[config.mk]
export PLATFORM = sky130hd
export DESIGN_NAME = spa_queue
export DESIGN_NICKNAME = d
export VERILOG_FILES = /design/src/design/spa_pkg.sv /design/src/design/spa_queue.sv
export VERILOG_INCLUDE_DIRS = /design/src /design/src/design
export SDC_FILE = /design/constraint.sdc
export NUM_CORES = 1
export LEC_CHECK = 0
export ABC_AREA = 1
export BUFFER_PORTS_ARGS = -buffer_cell sky130_fd_sc_hd__buf_2
export CAP_MARGIN = 20
export CORE_MARGIN = 2
export CORE_UTILIZATION = 50
export CTS_BUF_LIST = sky130_fd_sc_hd__clkbuf_16
export CTS_CLUSTER_SIZE = 24
export DETAILED_ROUTE_END_ITERATION = 10
export GPL_TIMING_DRIVEN = 1
export PLACE_DENSITY = 0.7
export SLEW_MARGIN = 40
export SYNTH_ARGS = -nofsm -noshare
export SYNTH_HDL_FRONTEND = slang
export SYNTH_SLANG_ARGS = --single-unit
[constraint.sdc]
create_clock -name clock -period 5.2 [get_ports clock]
set_input_delay 0.26 -clock clock [delete_from_list [all_inputs] [get_ports clock]]
set_output_delay 0.26 -clock clock [all_outputs]
set_load 0.01 [all_outputs]
[src/design/sinusoidal_position_add_core_defines.svh]
// Assertion macros shared by the sinusoidal position add core.
// Expects signals named clock and reset in the using module's scope.
`ifndef SINUSOIDAL_POSITION_ADD_CORE_DEFINES_SVH
`define SINUSOIDAL_POSITION_ADD_CORE_DEFINES_SVH

`ifndef SYNTHESIS
`define SPA_ASSERT_IMPL(label, ante, cons) \
   label: assert property (@(posedge clock) disable iff (reset) (ante) |-> (cons)) \
      else $error("spa assertion failed");
`define SPA_ASSERT_NEXT(label, ante, cons) \
   label: assert property (@(posedge clock) disable iff (reset) (ante) |=> (cons)) \
      else $error("spa assertion failed");
`else
`define SPA_ASSERT_IMPL(label, ante, cons)
`define SPA_ASSERT_NEXT(label, ante, cons)
`endif

`endif

[src/design/spa_pkg.sv]
// Shared types and constants for the sinusoidal position add core.
// No dependencies.
`default_nettype none

package spa_pkg;

   localparam int D_MODEL_DEF       = 512;
   localparam int MAX_POSITIONS_DEF = 4096;
   localparam int CORDIC_STEPS_DEF  = 16;

   localparam int POS_W   = 12;
   localparam int DIM_W   = 9;
   localparam int DATA_W  = 16;
   localparam int ENTRY_W = 31;
   localparam int ROM_AW  = 8;
   localparam int ROM_DEPTH = 1 << ROM_AW;

   // power of two, pointers wrap naturally
   localparam int QUEUE_DEPTH = 4;
   localparam int QPTR_W = $clog2(QUEUE_DEPTH);
   localparam int QCNT_W = $clog2(QUEUE_DEPTH + 1);

   localparam int CORDIC_FRAC = 30;
   localparam int OUT_FRAC    = 12;
   localparam int CORDIC_W    = 34;
   localparam int ANGLE_W     = 33;
   localparam int PROD_W      = POS_W + ENTRY_W;
   localparam int QUOT_W      = 11;
   localparam int REM_W       = 34;
   localparam int RED_PRE_SHIFT  = 16;
   localparam int RED_RECIP_FRAC = 48;
   localparam int RED_RECIP_W    = 16;
   localparam int ENC_W = 17;
   localparam int SUM_W = 18;

   localparam longint ONE_Q30      = 64'sd1 <<< CORDIC_FRAC;
   localparam longint LN_10000_Q30 = 64'sd9889527671;

   localparam logic [ANGLE_W-1:0] TWO_PI_Q30        = 33'd6746518852;
   localparam logic [ANGLE_W-1:0] PI_Q30            = 33'd3373259426;
   localparam logic [ANGLE_W-1:0] HALF_PI_Q30       = 33'd1686629713;
   localparam logic [ANGLE_W-1:0] THREE_HALF_PI_Q30 = 33'd5059889139;
   localparam logic [RED_RECIP_W-1:0] TWO_PI_RECIP =
      RED_RECIP_W'((64'd1 << RED_RECIP_FRAC) / 64'd6746518852);
   localparam logic signed [CORDIC_W-1:0] CORDIC_GAIN_Q30 = 34'sd652032874;

   typedef struct packed {
      logic [POS_W-1:0]          pos;
      logic [ENTRY_W-1:0]        freq;
      logic                      odd;
      logic                      mode;
      logic signed [DATA_W-1:0]  emb;
   } spa_item_type;

   typedef struct packed {
      logic                      odd;
      logic                      mode;
      logic                      neg;
      logic signed [DATA_W-1:0]  emb;
   } spa_side_type;

   typedef struct packed {
      logic signed [CORDIC_W-1:0] x;
      logic signed [CORDIC_W-1:0] y;
      logic signed [CORDIC_W-1:0] z;
   } spa_rot_type;

   function automatic logic signed [CORDIC_W-1:0] atan_q30(input int j);
      logic signed [CORDIC_W-1:0] a;
      unique case (j)
         0: a = 34'sd843314857;
         1: a = 34'sd497837829;
         2: a = 34'sd263043837;
         3: a = 34'sd133525159;
         4: a = 34'sd67021687;
         5: a = 34'sd33543516;
         6: a = 34'sd16775851;
         7: a = 34'sd8388437;
         8: a = 34'sd4194283;
         9: a = 34'sd2097149;
         default: a = 34'sd1 <<< (CORDIC_FRAC - j);
      endcase
      return a;
   endfunction

endpackage

`default_nettype wire

[src/design/spa_queue.sv]
// Short queue between front and back end; the back end drains one entry per cycle.
// Depends on spa_pkg and the assertion macro header.
`default_nettype none
`include "sinusoidal_position_add_core_defines.svh"

module spa_queue import spa_pkg::*; (
   input  logic                clock,
   input  logic                reset,
   input  logic                push_valid,
   input  spa_item_type        push_item,
   output logic                pop_valid,
   output spa_item_type        pop_item,
   output logic [QCNT_W-1:0]   level
);

   spa_item_type        entry_ff [QUEUE_DEPTH];
   logic [QPTR_W-1:0]   wr_ptr_ff;
   logic [QPTR_W-1:0]   rd_ptr_ff;
   logic [QCNT_W-1:0]   count_ff;
   logic [QCNT_W-1:0]   count_in;

   assign pop_valid = (count_ff != '0);
   assign pop_item  = entry_ff[rd_ptr_ff];
   assign level     = count_ff;

   always_comb begin
      unique case ({push_valid, pop_valid})
         2'b10:   count_in = count_ff + 1'b1;
         2'b01:   count_in = count_ff - 1'b1;
         default: count_in = count_ff;
      endcase
   end

   always_ff @(posedge clock) begin
      if (reset) begin
         wr_ptr_ff <= '0;
         rd_ptr_ff <= '0;
         count_ff  <= '0;
      end else begin
         count_ff <= count_in;
         if (push_valid) begin
            wr_ptr_ff <= wr_ptr_ff + 1'b1;
         end
         if (pop_valid) begin
            rd_ptr_ff <= rd_ptr_ff + 1'b1;
         end
      end
   end

   always_ff @(posedge clock) begin
      if (push_valid) begin
         entry_ff[wr_ptr_ff] <= push_item;
      end
   end

   `SPA_ASSERT_IMPL(a_no_overrun, push_valid, ((count_ff != QCNT_W'(QUEUE_DEPTH)) || pop_valid))
   `SPA_ASSERT_NEXT(a_push_seen, (push_valid && (count_ff == '0)), pop_valid)

endmodule

`default_nettype wire

* Word level (Yosys, flattened, before mapping)
Memory sizes are Yosys's and may differ from the RTL's. A register that Yosys moved wholly into a read port is not among the register bits.
Cells that the tools add are included.
** Cells by class
- $add $sub $neg :: 4
- Eq/ne operators :: 2
- Muxes and demuxes :: 5
- Reductions and logical operators :: 2
** Operators with widths (number)
- $pmux W3 S2 :: 1
- $add A2 B1 Y2 const B :: 2
- $mux W2 :: 2
- $add A3 B1 Y3 const B :: 1
- $reduce_bool A3 Y1 :: 1
- $sub A3 B1 Y3 const B :: 1
- $eq A2 B1 Y1 const B :: 1
- $eq A2 B2 Y1 const B :: 1
- $mux W1 :: 2
- $reduce_bool A2 Y1 :: 1
** Storage, ports and cells
- Register bits after elaboration :: 7
- RAM bits :: 244
- Input bits :: 64
- Output and inout port bits :: 65
- Logic and storage cells :: 17
- Memories kept :: 1
** Memories
- entry_ff :: words 4, bits a word 61, rd ports 1, clocked after memory_dff 1, write ports 1, line spa_queue.sv:16 : spa_item_type entry_ff [QUEUE_DEPTH];

* Depth between registers and ports, before layout
Gate-level depths: netlist of the first run.
- Depth after elaboration :: 3
- Depth in mapped cells :: 11
- Gate-level depth less buffers :: 11

* Least setup slack after synthesis of the first run
Ideal clock, no wire load.
- Path type :: reg-to-reg
- From :: register wr_ptr_ff[0]
- To :: memory entry_ff[2][0] (netlist name) (enable)
- Setup time :: 0.415 ns
- Data arrival time :: 1.775 ns
- Path slack :: 3.009 ns
- Cell stages (with the launch flop) :: 5
- Path buffers :: 0
- Clock period less this slack :: 2.191 ns
- Path through :: dfxtp_1 -> inv_1 -> ha_1 -> nand2_1 -> inv_1
** RTL lines
- from (decl) :: line spa_queue.sv:17 : logic [QPTR_W-1:0] wr_ptr_ff;
- from (signal assigned) :: line spa_queue.sv:42 : wr_ptr_ff <= wr_ptr_ff + 1'b1;
- to (decl) :: line spa_queue.sv:16
No word-level cell before the write port.

==> results of run 1 <==
-- layout by cell type (no fill, tap or decap), types with 7 or more instances in the layout --
cell,count
o22ai_2,40
dfxtp_1,7
clkinv_1,9
nand2_1,11
clkbuf_16,27
o21ai_0,95
dlygate4sd3_1,61
o22ai_1,21
o21ai_1,30
inv_1,16
edfxtp_1,244
nor2_1,87
buf_2,128
nor2_4,40
-- per-layer routing --
layer  GRT usage, %  share of wire [%]  up-vias
met5              0                  0        -
met4           4.36                1.4        0
met3           3.67                6.2       29
met2           32.2                 50      173
met1           24.2                 43     2928
li1               -                  -     2802
-- sequential cells by signal, indices dropped and copies added (netlist names), named ones only --
register / count
entry_ff: 244
wr_ptr_ff: 2
level: 3
rd_ptr_ff: 2
-- final timing paths --
check	startpoint	endpoint	slack [ns]	depth (start not counted)
worst min register to register	rd_ptr_ff[1]$_SDFFE_PP0N_	register	0.53	2
worst max-delay path	register	pop_item[49]	2.46	5
worst min-delay path	reset	level[2]$_SDFFE_PP0P_	0.1	4
worst max register to register	wr_ptr_ff[0]$_SDFFE_PP0P_	entry_ff[2][48]$_DFFE_PP_	3.21	5
-- power groups by stage --
| stage | clock network [uW] | logic [uW] | registers (uW) |
|---|---|---|---|
| detailed placement | 0 | 1930 | 2430 |
| finish | 1740 | 1950 | 2390 |
| CTS | 1780 | 1970 | 2390 |
| floorplan | 0 | 1410 | 2430 |
| global placement | 0 | 1870 | 2420 |
| global route | 1870 | 2140 | 2400 |
-- worst max-delay path, cell delays in order, from the launching register on --
cell and delay [ns]:
dfxtp_4 0.36, inv_8 0.54, buf_4 0.55, o21ai_0 0.20, o22ai_2 0.13, buf_2 0.15
-- cell families after synthesis --
family	after synthesis	share of synthesized area, %
compound gates	192	12.8
simple gates	142	8.33
fa+ha+maj	6	0.819
buf+inv	55	3.54
flops	253	74.5
-- through the flow --
| stage | std cells | total power [uW] | hold WS, ns | setup slack, ns |
|---|---|---|---|---|
| after floorplan | 648 | 3840 | 0.359 | 3.01 |
| after global placement | 1010 | 4290 | 0.470 | 2.83 |
| after detailed placement | 1010 | 4360 | 0.477 | 2.96 |
| after CTS | 1119 | 6150 | 0.0804 | 2.41 |
| after global routing | 1119 | 6410 | 0.0970 | 2.27 |
| final | 1120 | 6080 | 0.0961 | 2.46 |
-- layout make-up --
type	count	area share [%]
sequential	253	61.3
multi-input combinational	340	18.0
timing repair buffer	196	10.7
clock buffer	27	5.51
tap	265	2.70
clock inverter	21	1.12
inverter	17	0.602
antenna	1	0.0204
==> out/metrics.yaml, run 1 <==
power:
  pwr-share-comb_pct: 32.0
  pwr-share-seq_pct: 39.3
  cellLeakagePower_uw: 0.00431
  ir_drop_v: 0.000390
  power_density_nw_per_um2: 496
  clockPowerShare_pct: 28.7
  p_sw_share_pct: 33.1
  p_sw_uw: 2010
  internal-power_uw: 4060
synth:
  synth_top_area_cell: "edfxtp_1"
  async_reset_ff_share_pct: 0
  yosys_most_used_dff: "edfxtp_1"
  ys_seq_elements: 253
  synth_edf_count: 244
  synth_area_leaders: "edfxtp_1 73%, o22ai_2 5.0%, o21ai_0 4.7%"
  synth_commonest_cells: "244 x edfxtp_1, 95 x o21ai_0, 87 x nor2_1"
  synth_nets: 718
  synth_top_area_share_pct: 72.7
  ys_warn_count: 0
  synth-seq-area-share_pct: 74.5
  yosysMostFrequentCell: "edfxtp_1"
  syn-cell-area_um2: 10100
  syn_avg_cell_area_um2: 15.6
  syn-instance-count: 648
  yosys.cell_types.count: 23
cells_and_area:
  fill_cells: 1504
  multi_input_area_um2: 2210
  fin_area_um2: 12300
  seq_area_um2: 7510
  drive_gt1_share_pct: 30.2
  nets: 904
  syn2layout_area_growth_pct: 21.7
  utilization_pct: 62.6
floorplanning:
  rows: 51
  die_h_um: 146
  io-pin-count: 129
  coreArea_um2: 19600
  initial_core_util_pct: 51.4
  die_area_um2: 21300
  die_w_um: 146
grt:
  grt_max_degree: 123
  grt_pass1_vias: 6071
  grtUsageTotal_pct: 18.5
  grt_overflow_total: 0
  antenna_found_initial: 0
  grt_pass1_wl_mm: 31.5
route:
  routed_wirelength_mm: 20.2
  postRouteAntennaNets: 0
  drt_first_pass_iters: 4
  drt_iter0_markers: 279
  num_vias: 5932
  wl_per_cell_um: 18.0
  drc: 0
  vias_per_cell: 5.30
flow_run:
  drv_cap: 0
sta:
  hold_viol: 0
  slew_violations: 0
  finalSetupTns_ns: 0
  post-route-period-util_pct: 52.7
  setup_viol: 0
  tightestPinTransition_ns: 0.829
  relSlewSlack_pct: 44.7
  period_needed_ns: 2.74
  max_freq_mhz: 365
  finalClockSkew_ns: 0.0150
  rsz0062_at_grt: "no"
clock_tree:
  cts_setup_buffers: 0
  numCtsBuffers: 26
  cts_hold_buf: 61
  clkTransAtPathRegs_ns: 0.06
  cts.sinks: 253
  h-tree-depth: 1
  clockRootBuffer: "clkbuf_16"
  clkLatencyLatePin_ns: 0.52
  clockBufferDepth: 3
  ctsResizeCount: 0
  cts_tree: "done"
worst_hold_path:
  hold_path.class: "in2reg"
setup_path:
  worst_ep_arrival_time_ns: 2.48
  criticalPathCategory: "reg2out"
  critPathCaptureType: "primary output"
  worst_setup_path_start_kind: "register"
  required_ns: 4.94
  critPathMaxFanout: 95
placement:
  placed_area_um2: 10800
  port_buffers: 128
  gp_congestion: 0.738
  dpl.hpwl_mm: 11.0
status:
  status: "finished, final reports clean"
Power figures use the tool's default switching activity.
==> run 2, diff against run 1 <==
- PLACE_DENSITY: 0.7 -> 0.73
- clock period: 5.2 -> 2.3 ns (I/O delays scaled with it)
==> out/metrics.yaml, run 2 (synthesized netlist as in run 1, its figures left out) <==
clock_tree:
  h-tree-depth: 1  # unchanged
  clockRootBuffer: "clkbuf_16"
  cts.sinks: 253  # unchanged
  numCtsBuffers: 25  # -3.8%
  clkTransAtPathRegs_ns: 0.06  # about the same
  clockBufferDepth: 3  # unchanged
  cts_setup_buffers: 0  # unchanged
  ctsResizeCount: 0  # unchanged
  cts_tree: "done"
  clkLatencyLatePin_ns: 0.51  # about the same
power:
  power_density_nw_per_um2: 1100  # +120%
  p_sw_uw: 4630  # +130%
  clockPowerShare_pct: 26.7  # -2.0 points
  pwr-share-comb_pct: 33.6  # +1.6 points
  p_sw_share_pct: 33.8  # +0.63 points
  ir_drop_v: 0.000964  # +150%
  cellLeakagePower_uw: 0.00435  # +1.0%
  pwr-share-seq_pct: 39.8  # +0.5 points
  internal-power_uw: 9070  # +120%
floorplanning:
  initial_core_util_pct: 51.4  # unchanged
  rows: 51  # unchanged
  coreArea_um2: 19600  # unchanged
  die_area_um2: 21300  # unchanged
  die_h_um: 146  # unchanged
  io-pin-count: 129  # unchanged
  die_w_um: 146  # unchanged
cells_and_area:
  drive_gt1_share_pct: 30.9  # +0.68 points
  syn2layout_area_growth_pct: 23.0
  layout_commonest_cell: "edfxtp_1"
  utilization_pct: 63.3  # +0.66 points
  top_register: "entry_ff"
  final_cell_mix: "244 x edfxtp_1, 128 x buf_2, 95 x o21ai_0"
  antenna_cells: 0  # -1
  fill_cells: 1418  # -5.7%
  nets: 913  # +1.0%
  largest_reg_flops: 244  # unchanged
setup_path:
  required_ns: 2.18  # -2.76 ns
  cpLargestDelayFamily: "buffers and inverters"
  cp_slowest_cell: "buf_4"
  cp_slowest_stage_delay_ns: 0.38  # -0.17 ns
  critPathMaxFanout: 40  # -58%
  worst_ep_arrival_time_ns: 2.05  # -0.43 ns
  worst_setup_path_start_kind: "register"
  criticalPathCategory: "reg2out"
  timing.critical_path.cells: "inv_6 > buf_4 > o21ai_0 > o22ai_2 > buf_2"
  cp.buffers_inverters: 3  # unchanged
  critPathCaptureType: "primary output"
sta:
  tightestPinTransition_ns: 0.516  # -0.313 ns
  finalSetupTns_ns: 0  # unchanged
  rsz0062_at_grt: "no"
  fin_ws_ns: 0.131  # -2.33 ns
  max_freq_mhz: 461
  relSlewSlack_pct: 65.6  # +21 points
  period_needed_ns: 2.17
  finalClockSkew_ns: 0.00711  # -0.00784 ns
  setup_viol: 0  # unchanged
  post-route-period-util_pct: 94.3
  hold_viol: 0  # unchanged
  slew_violations: 0  # unchanged
  hold_ws_ns: 0.345  # +0.249 ns
route:
  num_vias: 6041  # +1.8%
  drt_iter0_markers: 427  # +53%
  drc: 0  # unchanged
  postRouteAntennaNets: 0  # unchanged
  vias_per_cell: 5.37  # +1.3%
  wl_per_cell_um: 18.6  # +2.9%
  drt_first_pass_iters: 5  # +1
  routed_wirelength_mm: 20.9  # +3.5%
grt:
  grt_max_degree: 123  # unchanged
  grt_pass1_vias: 6584  # +8.5%
  top_usage_layer: "met2"
  grtUsageTotal_pct: 19.6  # +1.1 points
  grt_pass1_wl_mm: 33.5  # +6.3%
  use_met1_pct: 23.9  # -0.27 points
  use_met3_pct: 4.58  # +0.91 points
  grt_overflow_total: 0  # unchanged
  gr-usage-met2_pct: 34.4  # +2.2 points
  antenna_found_initial: 0  # unchanged
placement:
  pre_cts_ws_ns: 0.549  # -2.41 ns
  port_buffers: 128  # unchanged
  dpl.hpwl_mm: 12.0  # +9.4%
  gp_congestion: 0.774  # +4.9%
status:
  status: "finished, final reports clean"
flow_run:
  drv_cap: 0  # unchanged
worst_hold_path:
  hold_path.class: "in2reg"
[run 2: cell count changes in the layout (fill, tap and decap cells not counted), sizes merged]
cell	delta
buf	+9
bufinv	-1
clkbuf	-3
clkinv	-4
clkinvlp	+2
diode	-1
dlygate4sd3	+2
inv	+2
[run 2: what timing repair did]
item                                   CTS  global route
hold buffers                            63             0
setup endpoints to repair                0             0
endpoints found under the hold margin  253             0
[run 2: worst paths after layout]
path                                           startpoint  cells past startpoint  slack, ns                        end
worst min-delay path                        push_item[18]                      2       0.35  entry_ff[3][18]$_DFFE_PP_
worst min register to register  rd_ptr_ff[1]$_SDFFE_PP0N_                      2       0.53                   register
worst max register to register      level[0]$_SDFFE_PP0P_                     10       0.52      level[2]$_SDFFE_PP0P_
worst max-delay path                             register                      5       0.13               pop_item[47]
[run 2: per-stage QoR]
step                      power, uW  instance area [um2]  std cells
after global placement         9880                11000       1018
after global routing          14400                12400       1126
after CTS                     13800                12400       1126
after detailed placement      10100                11000       1018
final                         13700                12400       1126
after floorplan                8670                10100        648
[run 2: layout make-up]
type | count | area, um2 | share of cell area [%]
inverters | 17 | 68.8 | 0.555
repair buffers | 206 | 1520 | 12.3
clock inverters | 20 | 120 | 0.969
multi-input cells | 340 | 2210 | 17.9
flip-flops and latches | 253 | 7510 | 60.6
well taps | 265 | 332 | 2.68
clock buffers | 25 | 626 | 5.05
[run 2: power by group through the flow]
stage / logic, uW / registers, uW / clock network [uW]
2_1_floorplan: 3180 / 5490 / 0
3_3_place_gp: 4350 / 5530 / 0
3_5_place_dp: 4540 / 5550 / 0
4_1_cts: 4640 / 5450 / 3720
5_1_grt: 5010 / 5470 / 3910
6_report: 4590 / 5440 / 3650
[run 2: layer usage]
layer | vias to the layer above | part of all wire, %
met5 | - | 0
met4 | 0 | 2.3
met3 | 39 | 6.7
met2 | 192 | 50
met1 | 2983 | 41
li1 | 2827 | -
[run 2: worst register-to-register path: cells and delay by family, from the launching register on]
family / cells / cell delay, ns
DFF: 1 / 0.32
buffers and inverters: 3 / 0.20
adders and majority gates: 2 / 0.61
and+or+nand+nor: 5 / 0.60
